--- config.mk ---
export PLATFORM = sky130hd
export DESIGN_NAME = postfix_expression_evaluator
export DESIGN_NICKNAME = d
export VERILOG_FILES = /design/src/hw/rtl/rpn_pkg.sv /design/src/hw/rtl/rpn_ctrl.sv /design/src/hw/rtl/rpn_dpath.sv /design/src/hw/rtl/postfix_expression_evaluator.sv
export SDC_FILE = /design/constraint.sdc
export NUM_CORES = 2
export LEC_CHECK = 0
export BUFFER_PORTS_ARGS = -buffer_cell sky130_fd_sc_hd__buf_4
export CELL_PAD_IN_SITES_DETAIL_PLACEMENT = 1
export CELL_PAD_IN_SITES_GLOBAL_PLACEMENT = 1
export CORE_MARGIN = 4
export CORE_UTILIZATION = 50
export CTS_BUF_LIST = sky130_fd_sc_hd__clkbuf_4 sky130_fd_sc_hd__clkbuf_8
export DETAILED_ROUTE_END_ITERATION = 6
export GPL_TIMING_DRIVEN = 1
export PLACE_DENSITY = 0.71
export SETUP_SLACK_MARGIN = 0.3
export SLEW_MARGIN = 20
export SYNTH_ARGS = -nofsm -noshare
export SYNTH_HDL_FRONTEND = slang
export SYNTH_HIERARCHICAL = 1
export SYNTH_SLANG_ARGS = --single-unit
--- constraint.sdc ---
create_clock -name clk_i -period 17.25 [get_ports clk_i]
set_clock_uncertainty 0.2 [all_clocks]
set_input_delay 2.5875 -clock clk_i [delete_from_list [all_inputs] [get_ports clk_i]]
set_output_delay 2.5875 -clock clk_i [all_outputs]
set_load 0.02 [all_outputs]
--- src/hw/rtl/rpn_pkg.sv ---
// ----------------------------------------------------------------------------
// rpn_pkg
// Shared types and constants of the postfix expression evaluator: token
// kinds, error codes, controller states and the controller/datapath link.
// ----------------------------------------------------------------------------
package rpn_pkg;

  localparam int unsigned STACK_DEPTH_DEF = 64;
  localparam int unsigned WORD_W          = 32;
  localparam int unsigned ITER_W          = 6;
  localparam int unsigned DIV_STEPS       = 32;
  localparam int unsigned FACT_LIMIT      = 34;

  typedef enum logic [2:0] {
    TK_NUM  = 3'd0,
    TK_ADD  = 3'd1,
    TK_SUB  = 3'd2,
    TK_MUL  = 3'd3,
    TK_DIV  = 3'd4,
    TK_FACT = 3'd5
  } tok_kind_e;

  typedef enum logic [1:0] {
    ERR_NONE     = 2'd0,
    ERR_DIV0     = 2'd1,
    ERR_NEGFACT  = 2'd2,
    ERR_OVERFLOW = 2'd3
  } err_e;

  typedef enum logic [3:0] {
    S_IDLE,
    S_DECODE,
    S_POPR_RD,
    S_POPR_CAP,
    S_POPL_RD,
    S_POPL_CAP,
    S_EXEC,
    S_DIV,
    S_DIV_FIX,
    S_FACT_CHK,
    S_FACT,
    S_PUSH,
    S_FINISH,
    S_OUT
  } state_e;

  typedef enum logic [3:0] {
    DP_NONE,
    DP_LOAD,
    DP_POP,
    DP_PEEK,
    DP_CAP_R,
    DP_CAP_L,
    DP_ALU,
    DP_DIV_INIT,
    DP_DIV_STEP,
    DP_DIV_FIX,
    DP_FACT_INIT,
    DP_FACT_STEP,
    DP_PUSH,
    DP_ERR_DIV0,
    DP_ERR_NEGF,
    DP_OUT
  } dp_op_e;

  typedef struct packed {
    dp_op_e op;
  } ctrl_cmd_t;

  typedef struct packed {
    tok_kind_e kind;
    logic      last;
    logic      err_set;
    logic      div_zero;
    logic      fact_neg;
    logic      div_last;
    logic      fact_done;
    logic      out_free;
  } dp_status_t;

  function automatic logic [WORD_W-1:0] mag32(input logic [WORD_W-1:0] v);
    mag32 = v[WORD_W-1] ? (~v + 1'b1) : v;
  endfunction

endpackage

--- src/hw/rtl/rpn_ctrl.sv ---
// ----------------------------------------------------------------------------
// rpn_ctrl
// Token sequencer: walks each item through operand pops, the arithmetic
// step, the push and the end-of-expression read-out.
// ----------------------------------------------------------------------------
module rpn_ctrl (
  input  logic               clk_i,
  input  logic               rst_ni,
  input  logic               in_valid_i,
  output logic               in_stall_o,
  input  rpn_pkg::dp_status_t status_i,
  output rpn_pkg::ctrl_cmd_t cmd_o
);
  import rpn_pkg::*;

  state_e state_q, state_d;

  always_ff @(posedge clk_i or negedge rst_ni) begin
    if (!rst_ni) begin
      state_q <= S_IDLE;
    end else begin
      state_q <= state_d;
    end
  end

  always_comb begin
    state_d = state_q;
    case (state_q)
      S_IDLE: begin
        if (in_valid_i) state_d = S_DECODE;
      end
      S_DECODE: begin
        if (status_i.err_set) begin
          state_d = S_FINISH;
        end else begin
          case (status_i.kind)
            TK_NUM:  state_d = S_PUSH;
            TK_ADD:  state_d = S_POPR_RD;
            TK_SUB:  state_d = S_POPR_RD;
            TK_MUL:  state_d = S_POPR_RD;
            TK_DIV:  state_d = S_POPR_RD;
            TK_FACT: state_d = S_POPR_RD;
            default: state_d = S_FINISH;
          endcase
        end
      end
      S_POPR_RD:  state_d = S_POPR_CAP;
      S_POPR_CAP: state_d = (status_i.kind == TK_FACT) ? S_FACT_CHK : S_POPL_RD;
      S_POPL_RD:  state_d = S_POPL_CAP;
      S_POPL_CAP: state_d = S_EXEC;
      S_EXEC: begin
        if (status_i.kind == TK_DIV) begin
          state_d = status_i.div_zero ? S_FINISH : S_DIV;
        end else begin
          state_d = S_PUSH;
        end
      end
      S_DIV: begin
        if (status_i.div_last) state_d = S_DIV_FIX;
      end
      S_DIV_FIX:  state_d = S_PUSH;
      S_FACT_CHK: state_d = status_i.fact_neg ? S_FINISH : S_FACT;
      S_FACT: begin
        if (status_i.fact_done) state_d = S_PUSH;
      end
      S_PUSH:     state_d = S_FINISH;
      S_FINISH:   state_d = status_i.last ? S_OUT : S_IDLE;
      S_OUT: begin
        if (status_i.out_free) state_d = S_IDLE;
      end
      default:    state_d = S_IDLE;
    endcase
  end

  always_comb begin
    cmd_o.op   = DP_NONE;
    in_stall_o = 1'b1;
    case (state_q)
      S_IDLE: begin
        in_stall_o = 1'b0;
        if (in_valid_i) cmd_o.op = DP_LOAD;
      end
      S_POPR_RD:  cmd_o.op = DP_POP;
      S_POPR_CAP: cmd_o.op = DP_CAP_R;
      S_POPL_RD:  cmd_o.op = DP_POP;
      S_POPL_CAP: cmd_o.op = DP_CAP_L;
      S_EXEC: begin
        if (status_i.kind == TK_DIV) begin
          cmd_o.op = status_i.div_zero ? DP_ERR_DIV0 : DP_DIV_INIT;
        end else begin
          cmd_o.op = DP_ALU;
        end
      end
      S_DIV:      cmd_o.op = DP_DIV_STEP;
      S_DIV_FIX:  cmd_o.op = DP_DIV_FIX;
      S_FACT_CHK: cmd_o.op = status_i.fact_neg ? DP_ERR_NEGF : DP_FACT_INIT;
      S_FACT: begin
        if (!status_i.fact_done) cmd_o.op = DP_FACT_STEP;
      end
      S_PUSH:     cmd_o.op = DP_PUSH;
      S_FINISH: begin
        if (status_i.last) cmd_o.op = DP_PEEK;
      end
      S_OUT: begin
        if (status_i.out_free) cmd_o.op = DP_OUT;
      end
      default:    cmd_o.op = DP_NONE;
    endcase
  end

endmodule

--- src/hw/rtl/rpn_dpath.sv ---
// ----------------------------------------------------------------------------
// rpn_dpath
// Operand stack memory, token and operand registers, shared arithmetic
// (add, subtract, multiply, radix-2 divider, factorial multiply loop) and
// the output register.
// ----------------------------------------------------------------------------
module rpn_dpath #(
  parameter int unsigned STACK_DEPTH = rpn_pkg::STACK_DEPTH_DEF
) (
  input  logic                clk_i,
  input  logic                rst_ni,
  input  rpn_pkg::ctrl_cmd_t  cmd_i,
  output rpn_pkg::dp_status_t status_o,
  input  logic [2:0]          kind_i,
  input  logic signed [31:0]  token_value_i,
  input  logic                last_token_i,
  output logic                out_valid_o,
  input  logic                out_stall_i,
  output logic signed [31:0]  answer_o,
  output logic [1:0]          status_out_o
);
  import rpn_pkg::*;

  localparam int unsigned AW = (STACK_DEPTH > 1) ? $clog2(STACK_DEPTH) : 1;
  localparam int unsigned CW = $clog2(STACK_DEPTH + 1);

  logic [WORD_W-1:0] mem [STACK_DEPTH];

  tok_kind_e         kind_q;
  logic              last_q;
  logic [CW-1:0]     count_q;
  err_e              err_q;
  logic [WORD_W-1:0] rd_data_q;
  logic              empty_q;
  logic [WORD_W-1:0] right_q, left_q, res_q;
  logic [WORD_W-1:0] rem_q, quo_q, dvs_q;
  logic              neg_q;
  logic [ITER_W-1:0] it_q;
  logic              out_valid_q;
  logic [WORD_W-1:0] answer_q;
  err_e              status_q;

  logic [CW-1:0]     count_m1;
  logic [AW-1:0]     rd_addr, wr_addr;
  logic              full;
  logic [WORD_W:0]   rem_sh, rem_diff;
  logic              fact_big;
  logic [WORD_W-1:0] alu_res;

  assign count_m1 = count_q - 1'b1;
  assign rd_addr  = count_m1[AW-1:0];
  assign wr_addr  = count_q[AW-1:0];
  assign full     = (count_q == CW'(STACK_DEPTH));
  assign rem_sh   = {rem_q, quo_q[WORD_W-1]};
  assign rem_diff = rem_sh - {1'b0, dvs_q};
  assign fact_big = (right_q >= WORD_W'(FACT_LIMIT));

  always_comb begin
    case (kind_q)
      TK_ADD:  alu_res = left_q + right_q;
      TK_SUB:  alu_res = left_q - right_q;
      TK_MUL:  alu_res = WORD_W'(left_q * right_q);
      default: alu_res = '0;
    endcase
  end

  // stack memory
  always_ff @(posedge clk_i) begin
    if (cmd_i.op == DP_PUSH && !full) begin
      mem[wr_addr] <= res_q;
    end
  end

  always_ff @(posedge clk_i) begin
    if (cmd_i.op == DP_POP || cmd_i.op == DP_PEEK) begin
      rd_data_q <= mem[rd_addr];
      empty_q   <= (count_q == '0);
    end
  end

  // control state
  always_ff @(posedge clk_i or negedge rst_ni) begin
    if (!rst_ni) begin
      count_q     <= '0;
      err_q       <= ERR_NONE;
      out_valid_q <= 1'b0;
    end else begin
      case (cmd_i.op)
        DP_POP: begin
          if (count_q != '0) count_q <= count_m1;
        end
        DP_PUSH: begin
          if (full) err_q <= ERR_OVERFLOW;
          else      count_q <= count_q + 1'b1;
        end
        DP_ERR_DIV0: err_q <= ERR_DIV0;
        DP_ERR_NEGF: err_q <= ERR_NEGFACT;
        DP_OUT: begin
          count_q <= '0;
          err_q   <= ERR_NONE;
        end
        default: ;
      endcase
      if (cmd_i.op == DP_OUT) begin
        out_valid_q <= 1'b1;
      end else if (!out_stall_i) begin
        out_valid_q <= 1'b0;
      end
    end
  end

  // payload
  always_ff @(posedge clk_i) begin
    case (cmd_i.op)
      DP_LOAD: begin
        kind_q  <= tok_kind_e'(kind_i);
        last_q  <= last_token_i;
        res_q   <= token_value_i;
      end
      DP_CAP_R: right_q <= empty_q ? '1 : rd_data_q;
      DP_CAP_L: left_q  <= empty_q ? '1 : rd_data_q;
      DP_ALU:   res_q   <= alu_res;
      DP_DIV_INIT: begin
        rem_q <= '0;
        quo_q <= mag32(left_q);
        dvs_q <= mag32(right_q);
        neg_q <= left_q[WORD_W-1] ^ right_q[WORD_W-1];
        it_q  <= '0;
      end
      DP_DIV_STEP: begin
        if (!rem_diff[WORD_W]) begin
          rem_q <= rem_diff[WORD_W-1:0];
          quo_q <= {quo_q[WORD_W-2:0], 1'b1};
        end else begin
          rem_q <= rem_sh[WORD_W-1:0];
          quo_q <= {quo_q[WORD_W-2:0], 1'b0};
        end
        it_q <= it_q + 1'b1;
      end
      DP_DIV_FIX: res_q <= neg_q ? (~quo_q + 1'b1) : quo_q;
      DP_FACT_INIT: begin
        res_q <= fact_big ? '0 : WORD_W'(1);
        it_q  <= ITER_W'(2);
      end
      DP_FACT_STEP: begin
        res_q <= WORD_W'(res_q * {{(WORD_W-ITER_W){1'b0}}, it_q});
        it_q  <= it_q + 1'b1;
      end
      DP_OUT: begin
        status_q <= err_q;
        if (err_q != ERR_NONE) answer_q <= '0;
        else if (empty_q)      answer_q <= '1;
        else                   answer_q <= rd_data_q;
      end
      default: ;
    endcase
  end

  assign status_o.kind      = kind_q;
  assign status_o.last      = last_q;
  assign status_o.err_set   = (err_q != ERR_NONE);
  assign status_o.div_zero  = (right_q == '0);
  assign status_o.fact_neg  = right_q[WORD_W-1];
  assign status_o.div_last  = (it_q == ITER_W'(DIV_STEPS - 1));
  assign status_o.fact_done = fact_big || (it_q > right_q[ITER_W-1:0]);
  assign status_o.out_free  = !out_valid_q || !out_stall_i;

  assign out_valid_o  = out_valid_q;
  assign answer_o     = answer_q;
  assign status_out_o = status_q;

endmodule

--- src/hw/rtl/postfix_expression_evaluator.sv ---
// ----------------------------------------------------------------------------
// postfix_expression_evaluator
// Each number token is pushed; add, subtract and multiply pop two operands;
//   divide runs a 32-step radix-2 divider; factorial of n from 2 to 33 runs
//   one multiply a cycle, while 0, 1 or 34 and up skip the loop. A last token
//   adds the stack read-out, held while an earlier result still waits.
// Throughput: one item at a time; the output register lets the next item in
//   while a result waits. Reset clears the stack count and error, no sweep.
// ----------------------------------------------------------------------------
module postfix_expression_evaluator #(
  parameter int unsigned STACK_DEPTH = rpn_pkg::STACK_DEPTH_DEF
) (
  input  logic               clk_i,
  input  logic               rst_ni,
  input  logic               in_valid_i,
  output logic               in_stall_o,
  input  logic [2:0]         kind_i,
  input  logic signed [31:0] token_value_i,
  input  logic               last_token_i,
  output logic               out_valid_o,
  input  logic               out_stall_i,
  output logic signed [31:0] answer_o,
  output logic [1:0]         status_o
);
  import rpn_pkg::*;

  ctrl_cmd_t  cmd;
  dp_status_t dp_status;

  rpn_ctrl u_ctrl (
    .clk_i      (clk_i),
    .rst_ni     (rst_ni),
    .in_valid_i (in_valid_i),
    .in_stall_o (in_stall_o),
    .status_i   (dp_status),
    .cmd_o      (cmd)
  );

  rpn_dpath #(
    .STACK_DEPTH (STACK_DEPTH)
  ) u_dpath (
    .clk_i         (clk_i),
    .rst_ni        (rst_ni),
    .cmd_i         (cmd),
    .status_o      (dp_status),
    .kind_i        (kind_i),
    .token_value_i (token_value_i),
    .last_token_i  (last_token_i),
    .out_valid_o   (out_valid_o),
    .out_stall_i   (out_stall_i),
    .answer_o      (answer_o),
    .status_out_o  (status_o)
  );

endmodule
After elaboration in Yosys (flattened, before gate mapping)
Memories as Yosys holds them, arrays and structs flattened. A register that Yosys moved wholly into a read port is not among the register bits.
Index checks and enable logic that the tools add are counted.
{ "word_totals": {"register_bits": 252, "ramBits": 2048, "in_bits": 40, "output_inout_bits": 36, "elab_cells": 145, "mem_count": 1} }
{ "classes": {"addsub": 9, "mul": 2, "order_cmp": 2, "n_eq_ne": 43, "mux": 42, "bitwise_logic": 4, "reduce_logical": 24} }
{ "memory_table": {"columns": ["memory", "words", "width", "read_ports", "rd_clocked_by_memory_dff", "write_ports", "line", "source"], "rows": [
  ["u_dpath.mem", 64, 32, 1, 1, 1, "rpn_dpath.sv:27", "logic [WORD_W-1:0] mem [STACK_DEPTH];"]
]} }
{ "op_table": {"columns": ["cell", "n"], "rows": [
  ["$pmux 32 s5", 1],
  ["$mux 32", 4],
  ["$pmux 32 s2", 2],
  ["$add 32x1->32 const B", 3],
  ["$not 32->32", 3],
  ["$pmux 32 s3", 1],
  ["$eq 4x4->1 const B", 14],
  ["$pmux 4 s14", 1],
  ["$mux 4", 13],
  ["$pmux 4 s12", 1],
  ["$sub 33x32->33", 1],
  ["$add 32x32->32", 1],
  ["$eq 4x3->1 const B", 8],
  ["$ge 32x6->1 const B", 1],
  ["$logic_not 32->1", 1],
  ["$mul 32x32->32", 1],
  ["$mul 32x6->32", 1],
  ["$sub 32x32->32", 1],
  ["$mux 31", 1],
  ["$pmux 7 s3", 1],
  ["$pmux 6 s3", 1],
  ["$eq 4x2->1 const B", 4],
  ["$mux 7", 2],
  ["$ne 2x2->1 const B", 5],
  ["other kinds (33)", 54]
]} }

Logic depth before layout (Yosys ltp)
{ "depth": {"ltp_word": 8, "depth_mapped": 28, "ltp_nobuf": 26} }

Cells and area by module
Netlist, hierarchy kept.
{ "modules_own_cells": {"columns": ["mod", "instances", "cells_per_inst", "area_each_um2", "seq_area_each_um2"], "rows": [
  ["rpn_dpath", 1, 6933, 114987.8, 69857.0],
  ["rpn_ctrl", 1, 94, 655.6, 100.1]
]} }

Worst setup path after synthesis
Ideal clock, no wire load.
{ "synth_timing": {"kind": "input-to-reg", "start": "input out_stall_i", "end": "register u_dpath.quo_q[0], enable pin", "setup_ps": 574, "arrival_time_ps": 8128, "required_time_ps": 16476, "setup_slack_ps": 8348, "cell_stages": 8, "path_buffers": 1, "path_cell_list": "nand2_1 > inv_1 > nor3_1 > o21ai_0 > o221ai_1 > clkbuf_1 > nand2_1 > o21ai_0"} }
{ "synth_rtl": {"columns": ["element", "line", "source"], "rows": [
  ["start, declared", "postfix_expression_evaluator.sv:21", "input logic out_stall_i,"],
  ["end signal, assigned", "rpn_dpath.sv:125", "quo_q <= mag32(left_q);"],
  ["end signal, assigned", "rpn_dpath.sv:133", "quo_q <= {quo_q[WORD_W-2:0], 1'b1};"],
  ["end signal, assigned", "rpn_dpath.sv:136", "quo_q <= {quo_q[WORD_W-2:0], 1'b0};"],
  ["end, declared", "rpn_dpath.sv:36", "logic [WORD_W-1:0] rem_q, quo_q, dvs_q;"]
]} }

==> run_results.csv <==
group,metric,value,unit
status,status,"completed",
timing,hold_viol_final,0,
die,rows,176,
cts,clk_latency,1.10,ns
cts,clk_pin_slew,0.07,ns
layout,area_growth,11.0,%
timing,finalCriticalPeriod,8.55,ns
cts,cts_made_buffers,392,
layout,final_layout_size_suffix_gt1_frac,0.221,
critical_path,crit_chain,"buf_4 -> nor4_1 -> nand2_1 -> nor3_1 -> nand2_1 -> nor2_1 -> nand3_1 -> nor2b_1 -> nor4bb_1 -> nand2_1 -> o211ai_1 -> nand3_1 -> nor2_1 -> nand2_1 -> nor2_4 -> buf_4",
die,core,230000,um2
critical_path,critical_path_arrival,8.98,ns
grt,grt_overflow,0,
grt,antenna_found_initial,22,
logic_synthesis,async_reset_ff_frac,0.00600,
grt,grt_use_total,0.298,
cts,cts_hold_buf,0,
route,wl_per_cell,32.9,um
grt,grt_max_degree,136,
cts,numClockSinks,2332,
die,fp.dieH,489,um
timing,final-setup-viol-count,0,
cts,cts_tree,"done",
place,port_buffers,75,
route,viasPerCell,6.20,
route,dr.pass1.iters,6,
cts,h-tree-depth,5,
timing,tightestPinTransition,1.12,ns
route,routed_wl,350000,um
logic_synthesis,synth-simple-area-share,0.0599,
logic_synthesis,ys_types,91,
hold_path,min_path_type,"reg -> reg",
critical_path,start_kind,"flop",
flow_run,cap_violations,0,
critical_path,worstReg2RegEnd,"u_dpath/mem[55][22]",
place,dp_hpwl,222000,um
route,drtIter0Drc,7079,
logic_synthesis,synth_seq_cells,2332,
logic_synthesis,synth_top_family_by_area,"multiplexers",
logic_synthesis,syn_inst,7027,
critical_path,r2r_slack,8.70,ns
logic_synthesis,synth_compound_area_frac,0.0363,
timing,relSlewSlack,0.252,
timing,report.final.slew_viol_count,0,
critical_path,worstSetupPathType,"reg -> reg",
logic_synthesis,synth.net_count,7821,
logic_synthesis,yosysMostFrequentCell,"edfxtp_1",
logic_synthesis,synth-adder-area-share,0.115,
place,gp_congestion,0.928,
critical_path,cp-end-kind,"flop",
critical_path,max_stage_delay,0.83,ns
route,ant_nets,0,
logic_synthesis,synth_xor_area_frac,0.0222,
cts,cts_buffer_depth,4,
logic_synthesis,synth_edf_count,2318,
critical_path,path_delay_family,"simple AND/OR/NAND/NOR gates",
logic_synthesis,synthFlopType,"edfxtp_1",
layout,num-fill-cells,21053,
logic_synthesis,yosys.area.top_type,"edfxtp_1",
timing,setup_tns,0,ns
die,dieArea,239000,um2
critical_path,cp_slowest_cell,"nor2_4",
grt,grt_pass1_wl,509000,um
logic_synthesis,yosysWarnings,6,
die,io_pins,76,
hold_path,hold_end,"u_dpath/count_q[6]",
critical_path,reg2regPathDepth,16,
logic_synthesis,syn_area,116000,um2
timing,fmax,0.117,GHz
logic_synthesis,synth_common_cells,"edfxtp_1 (2318), mux4_2 (672), inv_1 (547)",
critical_path,path_buf_inv,2,
critical_path,required,17.68,ns
logic_synthesis,synth.yosys.seq_area_share,0.605,
die,initial_core_util,0.503,
cts,cts_root_buffer,"clkbuf_8",
timing,rsz0062_at_grt,"no",
route,drcViolationCount,0,
layout,nets,8113,
critical_path,cp_num_cells,16,
critical_path,crit_fanout,27,
cts,post-cts-setup-buffer-count,0,
critical_path,reg2reg_from,"u_dpath/right_q[9]",
hold_path,min_path_cells,1,
critical_path,cpMostUsedCell,"nand2_1",
logic_synthesis,synth_mux_area_frac,0.131,
grt,grt_pass1_vias,70942,
hold_path,hold_start,"u_dpath/count_q[6]",
die,fp.dieW,489,um
logic_synthesis,synthDominantCellAreaShare,0.602,
logic_synthesis,synthTopCellsByArea,"edfxtp_1 (60%), mux4_2 (13%), fa_1 (9.0%)",
timing,period_share,0.496,
route,vias,65994,
logic_synthesis,avgSynthCellArea,16.5,um2
cts,cts_resized,0,
==> worst max path at each step <==
| stage | to | from |
|---|---|---|
| finish | u_dpath/mem[55][22] | u_dpath/right_q[9] |
| floorplan | u_dpath/quo_q[0] | out_stall_i |
| detailed placement | u_dpath/mem[55][3] | u_dpath/right_q[8] |
| CTS | u_dpath/mem[55][22] | u_dpath/right_q[9] |
| global placement | u_dpath/res_q[28] | u_dpath/right_q[4] |
| global route | u_dpath/mem[55][21] | u_dpath/right_q[9] |
==> cell usage in the layout (no fill, tap or decap), types with 15 or more instances in the layout <==
cell type	instances
nor2_1	132
o21ai_0	165
nor3_1	36
edfxtp_1	2318
or3_1	28
nand2b_1	31
a211oi_1	25
nand2_1	539
o22ai_1	19
and3_1	18
clkbuf_8	399
nor2_4	65
a21o_1	44
o31ai_1	41
a21oi_1	154
fa_1	519
or2_2	40
clkinv_2	50
xnor2_1	182
nor2b_1	49
mux4_2	672
clkinv_1	82
o21a_1	33
clkbuf_4	106
a31oi_1	15
and2_1	327
nand3_1	60
xor2_1	107
bufinv_16	20
buf_4	262
ha_1	234
inv_1	546
==> cell type report <==
| class | instances | area, um2 | share of cell area |
|---|---|---|---|
| Clock inverter | 167 | 1300 | 0.0101 |
| Sequential cell | 2332 | 70000 | 0.545 |
| Tap cell | 3026 | 3790 | 0.0295 |
| Clock buffer | 505 | 6290 | 0.0490 |
| Multi-Input combinational cell | 3773 | 42800 | 0.333 |
| Inverter | 549 | 2060 | 0.0161 |
| Timing Repair Buffer | 271 | 2170 | 0.0169 |
| Antenna cell | 14 | 35.0 | 0.000273 |
==> logic make-up after synthesis <==
group	Yosys count
xor+xnor	293
mux	675
compound gates	645
simple gates	1406
flops	2332
fa+ha+maj	754
buf+inv	922
==> metal layers <==
layer  GRT usage  part of all wire  routed length, um
met1       0.401              0.39             136000
met2       0.483              0.48             170000
met3      0.0525             0.077              27100
met4       0.128             0.048              16900
met5           0          0.000077                 27
==> worst register-to-register path, delay by kind of cell, from the launching register on <==
kind                   cells  cell delay, ns
AND/OR/NAND/NOR           13            6.17
buffers and inverters      2            0.76
AO/OA/AOI/OAI              1            0.63
flip-flops                 1            0.36
==> registers in the layout (all words and copies together) (netlist names) <==
name,cells
u_dpath/answer_o,32
u_dpath/out_valid_o,1
u_dpath/dvs_q,32
u_dpath/quo_q,32
u_dpath/left_q,32
u_dpath/rem_q,32
u_dpath/last_q,1
u_dpath/right_q,32
u_ctrl/state_q,4
u_dpath/res_q,32
u_dpath/empty_q,1
u_dpath/err_q,2
u_dpath/rd_data_q,32
u_dpath/kind_q,3
u_dpath/status_out_o,2
u_dpath/count_q,7
u_dpath/mem,2048
u_dpath/neg_q,1
u_dpath/it_q,6
==> through the flow <==
step / worst slack (ns) / cells / instance area [um2] / hold WS (ns) / utilization
2_1_floorplan: 8.35 / 7027 / 116000 / 0.238 / -
3_3_place_gp: 9.20 / 9948 / 121000 / 0.340 / 0.524
3_5_place_dp: 8.95 / 9951 / 121000 / 0.352 / 0.525
4_1_cts: 8.85 / 10623 / 128000 / 0.357 / 0.558
5_1_grt: 8.32 / 10625 / 128000 / 0.385 / 0.558
6_report: 8.70 / 10637 / 128000 / 0.363 / 0.558
Power is not shown: default switching activity piles up to over one toggle a cycle in this logic, so the estimate is an artifact.
